--- src/rtl/core/quadrature_capture_speed_direction_macros.svh ---
// Assertion macros used by the quadrature capture RTL.
// Every macro samples on i_clk and is disabled while i_rst_n is low.
`ifndef QUADRATURE_CAPTURE_SPEED_DIRECTION_MACROS_SVH
`define QUADRATURE_CAPTURE_SPEED_DIRECTION_MACROS_SVH

// Consequent checked in the same cycle as the antecedent.
`define QCSD_ASSERT_SAME(label, ante, cons, msg) \
    label: assert property (@(posedge i_clk) disable iff (!i_rst_n) (ante) |-> (cons)) \
        else $error(msg);

// Consequent checked in the cycle after the antecedent.
`define QCSD_ASSERT_NEXT(label, ante, cons, msg) \
    label: assert property (@(posedge i_clk) disable iff (!i_rst_n) (ante) |=> (cons)) \
        else $error(msg);

`endif

--- src/rtl/core/qcsd_pkg.sv ---
// Shared types, codes and width helpers for the quadrature capture block.
// No dependencies.
package qcsd_pkg;

    localparam int COUNT_WIDTH = 16;

    localparam logic OP_CAPTURE = 1'b0;
    localparam logic OP_TIMEOUT = 1'b1;

    localparam logic PHASE_A = 1'b0;
    localparam logic PHASE_B = 1'b1;

    typedef logic [COUNT_WIDTH-1:0] t_count;

    typedef struct packed {
        logic        operation;
        logic        motor;
        logic        phase;
        logic [15:0] capture_value;
    } t_item;

    typedef struct packed {
        logic        updated;
        logic        clear_counter;
        logic [15:0] speed_count;
        logic        direction;
        logic [14:0] half_cycle;
        logic [15:0] phase_offset;
    } t_result;

    function automatic t_count to_count(logic [15:0] v);
        logic [COUNT_WIDTH+15:0] w;
        w = {{COUNT_WIDTH{1'b0}}, v};
        return w[COUNT_WIDTH-1:0];
    endfunction

    function automatic logic [15:0] to_16(t_count c);
        logic [COUNT_WIDTH+15:0] w;
        w = {16'b0, c};
        return w[15:0];
    endfunction

    function automatic logic [14:0] to_15(t_count c);
        logic [COUNT_WIDTH+15:0] w;
        w = {16'b0, c};
        return w[14:0];
    endfunction

endpackage

--- src/rtl/core/qcsd_input_stage.sv ---
// Input register for capture and timeout items.
// Depends on qcsd_pkg.
module qcsd_input_stage
    import qcsd_pkg::*;
(
    input  logic  i_clk,
    input  logic  i_rst_n,
    input  logic  i_valid,
    input  t_item i_item,
    input  logic  i_take,
    output logic  o_stall,
    output logic  o_valid,
    output t_item o_item
);

    logic  r_valid;
    logic  n_valid;
    t_item r_item;
    logic  accept;

    assign o_stall = r_valid && !i_take;
    assign accept  = i_valid && !o_stall;

    always_comb begin
        n_valid = r_valid;
        if (accept) begin
            n_valid = 1'b1;
        end else if (i_take) begin
            n_valid = 1'b0;
        end
    end

    always_ff @(posedge i_clk) begin
        if (!i_rst_n) begin
            r_valid <= 1'b0;
        end else begin
            r_valid <= n_valid;
        end
    end

    always_ff @(posedge i_clk) begin
        if (accept) begin
            r_item <= i_item;
        end
    end

    assign o_valid = r_valid;
    assign o_item  = r_item;

endmodule

--- src/rtl/core/qcsd_motor_state.sv ---
// Per-motor arming, stamp pairing and period/direction computation.
// Depends on qcsd_pkg and the assertion macro header.
`include "quadrature_capture_speed_direction_macros.svh"

module qcsd_motor_state
    import qcsd_pkg::*;
(
    input  logic    i_clk,
    input  logic    i_rst_n,
    input  logic    i_fire,
    input  t_item   i_item,
    output t_result o_result
);

    logic [1:0]      r_armed,   n_armed;
    logic [1:0][1:0] r_pending, n_pending;
    logic [1:0][1:0] r_pair,    n_pair;
    t_count          r_start [2][2];
    t_count          n_start [2][2];
    t_count          r_end   [2][2];
    t_count          n_end   [2][2];
    t_count          r_speed [2];
    t_count          n_speed [2];
    logic [1:0]      r_dir,     n_dir;
    t_count          r_half  [2];
    t_count          n_half  [2];
    t_count          r_offset[2];
    t_count          n_offset[2];

    logic   m;
    logic   p;
    logic   p_other;
    t_count v;
    t_count s_a, s_b, e_a, e_b;
    t_count period, half, diff;
    logic   dir;
    logic   calc_ok;
    logic   upd, clr;

    assign m       = i_item.motor;
    assign p       = i_item.phase;
    assign p_other = ~i_item.phase;
    assign v       = to_count(i_item.capture_value);

    // the edge being handled supplies the end stamp of its own phase
    always_comb begin
        s_a = r_start[m][PHASE_A];
        s_b = r_start[m][PHASE_B];
        e_a = (p == PHASE_A) ? v : r_end[m][PHASE_A];
        e_b = (p == PHASE_B) ? v : r_end[m][PHASE_B];
        calc_ok = !(e_a < s_a) && !(e_b < s_b);
        period  = e_a - s_a;
        half    = period >> 1;
        if (s_b > s_a) begin
            diff = s_b - s_a;
            dir  = diff > half;
        end else begin
            diff = s_a - s_b;
            dir  = !(diff > half);
        end
    end

    always_comb begin
        n_armed   = r_armed;
        n_pending = r_pending;
        n_pair    = r_pair;
        n_start   = r_start;
        n_end     = r_end;
        n_speed   = r_speed;
        n_dir     = r_dir;
        n_half    = r_half;
        n_offset  = r_offset;
        upd       = 1'b0;
        clr       = 1'b0;
        if (i_fire) begin
            if (i_item.operation == OP_TIMEOUT) begin
                n_speed[m] = '0;
                n_armed[m] = 1'b0;
            end else if (!r_armed[m]) begin
                n_armed[m] = 1'b1;
                clr        = 1'b1;
            end else if (!r_pending[m][p]) begin
                n_start[m][p]   = v;
                n_pending[m][p] = 1'b1;
            end else begin
                n_end[m][p]     = v;
                n_pending[m][p] = 1'b0;
                if (r_pair[m][p_other]) begin
                    clr                = 1'b1;
                    n_pair[m][p_other] = 1'b0;
                    if (calc_ok) begin
                        upd         = 1'b1;
                        n_speed[m]  = period;
                        n_dir[m]    = dir;
                        n_half[m]   = half;
                        n_offset[m] = diff;
                    end
                end else begin
                    n_pair[m][p] = 1'b1;
                end
            end
        end
    end

    always_comb begin
        o_result.updated       = upd;
        o_result.clear_counter = clr;
        o_result.speed_count   = to_16(n_speed[m]);
        o_result.direction     = n_dir[m];
        o_result.half_cycle    = to_15(n_half[m]);
        o_result.phase_offset  = to_16(n_offset[m]);
    end

    always_ff @(posedge i_clk) begin
        if (!i_rst_n) begin
            r_armed   <= '0;
            r_pending <= '0;
            r_pair    <= '0;
            r_start   <= '{default: '0};
            r_end     <= '{default: '0};
            r_speed   <= '{default: '0};
            r_dir     <= '0;
            r_half    <= '{default: '0};
            r_offset  <= '{default: '0};
        end else begin
            r_armed   <= n_armed;
            r_pending <= n_pending;
            r_pair    <= n_pair;
            r_start   <= n_start;
            r_end     <= n_end;
            r_speed   <= n_speed;
            r_dir     <= n_dir;
            r_half    <= n_half;
            r_offset  <= n_offset;
        end
    end

    `QCSD_ASSERT_SAME(a_upd_clears, i_fire && upd, clr, "update without counter clear")
    `QCSD_ASSERT_SAME(a_timeout_quiet, i_fire && i_item.operation == OP_TIMEOUT,
        !upd && !clr && o_result.speed_count == 16'd0, "timeout result wrong")
    `QCSD_ASSERT_NEXT(a_timeout_disarms, i_fire && i_item.operation == OP_TIMEOUT,
        r_armed == ($past(r_armed) & ~(2'b01 << $past(i_item.motor))),
        "timeout did not disarm only its motor")
    `QCSD_ASSERT_SAME(a_arm_only, i_fire && i_item.operation == OP_CAPTURE && !r_armed[m],
        clr && !upd, "arming capture handled wrong")

endmodule

--- src/rtl/core/qcsd_output_stage.sv ---
// Result register with stall handling toward the receiver.
// Depends on qcsd_pkg.
module qcsd_output_stage
    import qcsd_pkg::*;
(
    input  logic    i_clk,
    input  logic    i_rst_n,
    input  logic    i_valid,
    input  t_result i_result,
    input  logic    i_stall,
    output logic    o_take,
    output logic    o_valid,
    output t_result o_result
);

    logic    r_valid;
    t_result r_result;

    assign o_take = !r_valid || !i_stall;

    always_ff @(posedge i_clk) begin
        if (!i_rst_n) begin
            r_valid <= 1'b0;
        end else if (o_take) begin
            r_valid <= i_valid;
        end
    end

    always_ff @(posedge i_clk) begin
        if (o_take && i_valid) begin
            r_result <= i_result;
        end
    end

    assign o_valid  = r_valid;
    assign o_result = r_result;

endmodule

--- src/rtl/core/quadrature_capture_speed_direction.sv ---
// Two-motor quadrature capture: period, phase offset and direction per motor.
// Depends on qcsd_pkg, qcsd_input_stage, qcsd_motor_state, qcsd_output_stage.
//
// Input channel (i_in_valid / o_in_stall) carries one event item: a capture
// edge (motor, phase, timer value) or a speed timeout for a motor. Output
// channel (o_out_valid / i_out_stall) returns exactly one result item per
// event: updated and clear_counter flags plus the stored speed, direction,
// half period and phase offset of the addressed motor after the event.
// Each accepted item is registered in the input register, then one pass of
// compare/subtract logic updates motor state and loads the result register
// that drives o_out_valid. Throughput is one item per cycle, limited only
// by the result register being drained.
// Synchronous active-low reset clears all motor state to zero and empties
// both registers. When the receiver stalls, the result holds and one more
// item may wait in the input register; further items see o_in_stall high.
module quadrature_capture_speed_direction
    import qcsd_pkg::*;
(
    input  logic        i_clk,
    input  logic        i_rst_n,
    input  logic        i_in_valid,
    output logic        o_in_stall,
    input  logic        i_operation,
    input  logic        i_motor,
    input  logic        i_phase,
    input  logic [15:0] i_capture_value,
    output logic        o_out_valid,
    input  logic        i_out_stall,
    output logic        o_updated,
    output logic        o_clear_counter,
    output logic [15:0] o_speed_count,
    output logic        o_direction,
    output logic [14:0] o_half_cycle,
    output logic [15:0] o_phase_offset
);

    t_item   in_item;
    t_item   stage_item;
    logic    stage_valid;
    logic    take;
    t_result next_result;
    t_result out_result;

    always_comb begin
        in_item.operation     = i_operation;
        in_item.motor         = i_motor;
        in_item.phase         = i_phase;
        in_item.capture_value = i_capture_value;
    end

    qcsd_input_stage u_input (
        .i_clk   (i_clk),
        .i_rst_n (i_rst_n),
        .i_valid (i_in_valid),
        .i_item  (in_item),
        .i_take  (take),
        .o_stall (o_in_stall),
        .o_valid (stage_valid),
        .o_item  (stage_item)
    );

    qcsd_motor_state u_state (
        .i_clk    (i_clk),
        .i_rst_n  (i_rst_n),
        .i_fire   (stage_valid && take),
        .i_item   (stage_item),
        .o_result (next_result)
    );

    qcsd_output_stage u_output (
        .i_clk    (i_clk),
        .i_rst_n  (i_rst_n),
        .i_valid  (stage_valid),
        .i_result (next_result),
        .i_stall  (i_out_stall),
        .o_take   (take),
        .o_valid  (o_out_valid),
        .o_result (out_result)
    );

    assign o_updated       = out_result.updated;
    assign o_clear_counter = out_result.clear_counter;
    assign o_speed_count   = out_result.speed_count;
    assign o_direction     = out_result.direction;
    assign o_half_cycle    = out_result.half_cycle;
    assign o_phase_offset  = out_result.phase_offset;

endmodule

--- config.mk ---
export PLATFORM = sky130hd
export DESIGN_NAME = quadrature_capture_speed_direction
export DESIGN_NICKNAME = d
export VERILOG_FILES = /design/src/rtl/core/qcsd_pkg.sv /design/src/rtl/core/qcsd_input_stage.sv /design/src/rtl/core/qcsd_motor_state.sv /design/src/rtl/core/qcsd_output_stage.sv /design/src/rtl/core/quadrature_capture_speed_direction.sv
export VERILOG_INCLUDE_DIRS = /design/src /design/src/rtl/core
export SDC_FILE = /design/constraint.sdc
export NUM_CORES = 1
export LEC_CHECK = 0
export ABC_AREA = 1
export BUFFER_PORTS_ARGS = -buffer_cell sky130_fd_sc_hd__buf_2
export CAP_MARGIN = 20
export CORE_MARGIN = 2
export CORE_UTILIZATION = 45
export CTS_CLUSTER_SIZE = 10
export DETAILED_ROUTE_END_ITERATION = 12
export PLACE_DENSITY = 0.67
export SETUP_SLACK_MARGIN = 0.5
export SLEW_MARGIN = 15
export SYNTH_ARGS = -nofsm -noshare
export SYNTH_HDL_FRONTEND = slang
export SYNTH_SLANG_ARGS = --single-unit
--- constraint.sdc ---
create_clock -name i_clk -period 4.69 [get_ports i_clk]
set_clock_uncertainty 0.05 [all_clocks]
set_input_delay 1.407 -clock i_clk [delete_from_list [all_inputs] [get_ports i_clk]]
set_output_delay 1.407 -clock i_clk [all_outputs]
set_load 0.01 [all_outputs]
==> run metrics <==
hold crit path type reg2reg; Critical path origin u_input.o_item[17]; fillcell total between 3k and 4k; power consumption around 6.7 mW; hold depth 2; Mapped Nets between 2k and 2.5k; final clock period utilization by the worst path 0.877; vias per inst between 5 and 6; worst-path fanout max 4; Die Y about 190 um; Die ar. between 30000 and 40000 um^2; Max Freq approximately 0.24 GHz; Comb pwr share 0.200; GRT Overall Usage 0.244; FFs w/ async S/R, synth 0; status completed; Inserted Diodes 0; post-synthesis cell count roughly 2.2k; cell-internal power approximately 4.8 mW; worst hold margin 0.417 ns; Iteration-0 DRC Markers about 1.3k; Clk Latency, worst-skew pair around 0.53 ns; dominant cells by area after synthesis dfxtp_1 29%, edfxtp_1 13%, nand2_1 13%; clock network power share 0.394; Layout area overhead 17.4%; Reg2Reg Setup Slack 0.58 ns; fin nets between 2k and 2.5k; port bufs 74; Vias between 10k and 15k; Critical Path RT between 4 and 5 ns; Multi-input gate area a little under 9000 um^2; top cell type by total area after synthesis dfxtp_1; clock slew at reported path FFs 0.06 ns; CTS Buf Count 37; pwr/cell area roughly 350 nW/um^2; vias in the first global route about 14k; Placer Congestion ~0.90; startpoint types flop; final HPWL from detailed placement between 30 and 40 mm; RSZ-0062 raised after global routing yes; Max Root-Sink Buffers 3; most used flip-flop cell after synthesis dfxtp_1; CTS tree done; Placed Cells incl. Taps around 2.7k; Post-CTS Hold Buffers 0; static leakage slightly below 9 nW; Seq/Total Area, Yosys 0.420; Switching Fraction 0.291; first-pass GRT wire length roughly 74 mm; io pins 75; max-slew violations 0; layout cells sized above 1 0.155; Std-Cell Core Area approximately 35000 um^2; minimum clock period approximately 4.1 ns; Synth Register Bits just over 300; YS warnings 0; initial antenna violation count 0; DR pass1 iterations 6; htree depth 2; DRC 0; Hold Vio Cnt, Final 0; Starting Density 0.456; Reg area between 6000 and 7000 um^2; HP Start u_input.o_valid; Worst-Margin Slew 0.846 ns; gr ovfl total 0; path depth of the worst reg2reg path 23; root buf cell clkbuf_16; Synth top area share 0.292; Routed Antenna Nets 0; CP Class reg2reg; DRT Wirelength ~47 mm; WHS Endpoint u_output.o_valid; Post-Layout Cell Count about 2.8k; maximum VDD drop between 0.3 and 0.4 mV; Mapped Avg Cell Area 7.29 um^2; reg2reg end u_output.o_result[31]; final setup vio count 0; Netlist cell types 55; wire per inst 16.8 um; RR Startpoint u_input.o_item[17]; part of the power in registers 0.407; CP Capture Type flop; Post-synth EDFFs ~70; die width ~190 um; Max-Slew Margin vs Limit 0.435; most common cell after layout, fill and taps aside nand2_1; critical path arrival 4.34 ns; row cnt between 60 and 70; NetSw about 2.0 mW; commonest cells after routing, fill and taps aside 539 x nand2_1, 366 x nor2_1, 236 x dfxtp_1; max cap viols 0; largest net degree at the start of global routing ~130; total clock sinks between 300 and 400; Syn Std Cell Area 16200 um^2; final setup TNS 0 ns
==> layout make-up <==
cell class	count	area share
inverters	189	0.0384
flip-flops and latches	305	0.358
repair buffers	156	0.0566
clock buffers	59	0.0552
clock inverters	3	0.00270
multi-input cells	1622	0.459
well taps	461	0.0304
==> worst max-delay path: stages, from the launching register on <==
cell and delay [ns]:
edfxtp_1 0.47, buf_6 0.19, nand2_2 0.12, nor2_1 0.08, a221oi_4 0.22, ha_1 0.19
inv_1 0.06, fa_2 0.41, nand3_2 0.12, nand3_2 0.13, a21boi_4 0.20, buf_4 0.14
xor2_2 0.22, inv_1 0.12, ha_1 0.32, nand2_1 0.06, nor2_1 0.17, nand3_1 0.10
nor2_1 0.10, nor2_1 0.05, nand2_1 0.08, nand3_1 0.10, nand3_1 0.10, nand2_1 0.05
==> power groups by stage <==
stage | logic [mW] | registers [mW] | clock network [mW]
after floorplan | 0.801 | 2.79 | 0
after global placement | 1.17 | 2.79 | 0
after detailed placement | 1.19 | 2.79 | 0
after CTS | 1.21 | 2.73 | 2.69
after global routing | 1.47 | 2.73 | 2.81
final | 1.34 | 2.73 | 2.64
==> through the flow <==
stage	setup WS (ns)	instance area, um^2	utilization
after floorplan	0.559	16200	-
after global placement	0.148	17100	0.482
after detailed placement	0.0436	17100	0.482
after CTS	0.501	18300	0.516
after global routing	0.317	19000	0.535
final	0.575	19000	0.535
==> cells in the mapped netlist, drive strengths merged (4+ instances only) <==
cell type and n:
inv 186, nor2 381, clkbuf 63, edfxtp 69, xor2 29, or2 35, ha 88, nand2 550
a21oi 98, o21ai 251, dfxtp 236, nand4 16, nand3 99, o21bai 7, a31o 4, buf 45
a211oi 8, o221ai 4, mux2i 13, xnor2 4, a31oi 8
==> registers in the layout, indices dropped and copies added (netlist names), named ones only <==
signal             cells
u_output.o_result     50
u_state.r_half        30
u_input.o_item        19
u_state.r_start       64
u_state.r_dir          2
u_state.r_pair         4
u_output.o_valid       1
u_state.r_speed       32
u_state.r_offset      32
u_input.o_valid        1
u_state.r_end         64
==> layer usage <==
layer	global-route usage	vias to the layer above	routed length, um
li1	-	7372	-
met1	0.334	6912	20700
met2	0.395	478	21900
met3	0.0381	80	3090
met4	0.0766	0	1220
met5	0	-	0
==> worst max-delay path by stage <==
stage,slack (ns),endpoint,cells past startpoint
global route,0.32,u_output.o_result[31],28
floorplan,0.56,u_output.o_result[31],27
finish,0.58,u_output.o_result[31],23
global placement,0.15,u_output.o_result[31],20
CTS,0.50,u_output.o_result[31],23
detailed placement,0.04,u_output.o_result[31],20
==> kinds of logic (layout without fill, tap and decap cells) <==
logic type               count (synthesis)  in the layout  synth area share
buffers and inverters                  297            407            0.0755
XOR/XNOR                                33             33            0.0179
flip-flops                             305            305             0.420
adder cells (fa/ha/maj)                 91             91            0.0717
AND/OR/NAND/NOR                       1087           1089             0.275
AO/OA/AOI/OAI                          396            396             0.132
multiplexers                            13             13           0.00804
==> repair_timing <==
action	in CTS	in global routing
endpoints found under the hold margin	0	0
setup endpoints to repair	58	47
gates cloned	0	2
pin swaps	2	19
setup buffers	3	21
resized for setup	35	116
Note: power is estimated with default switching activity, not from simulation.
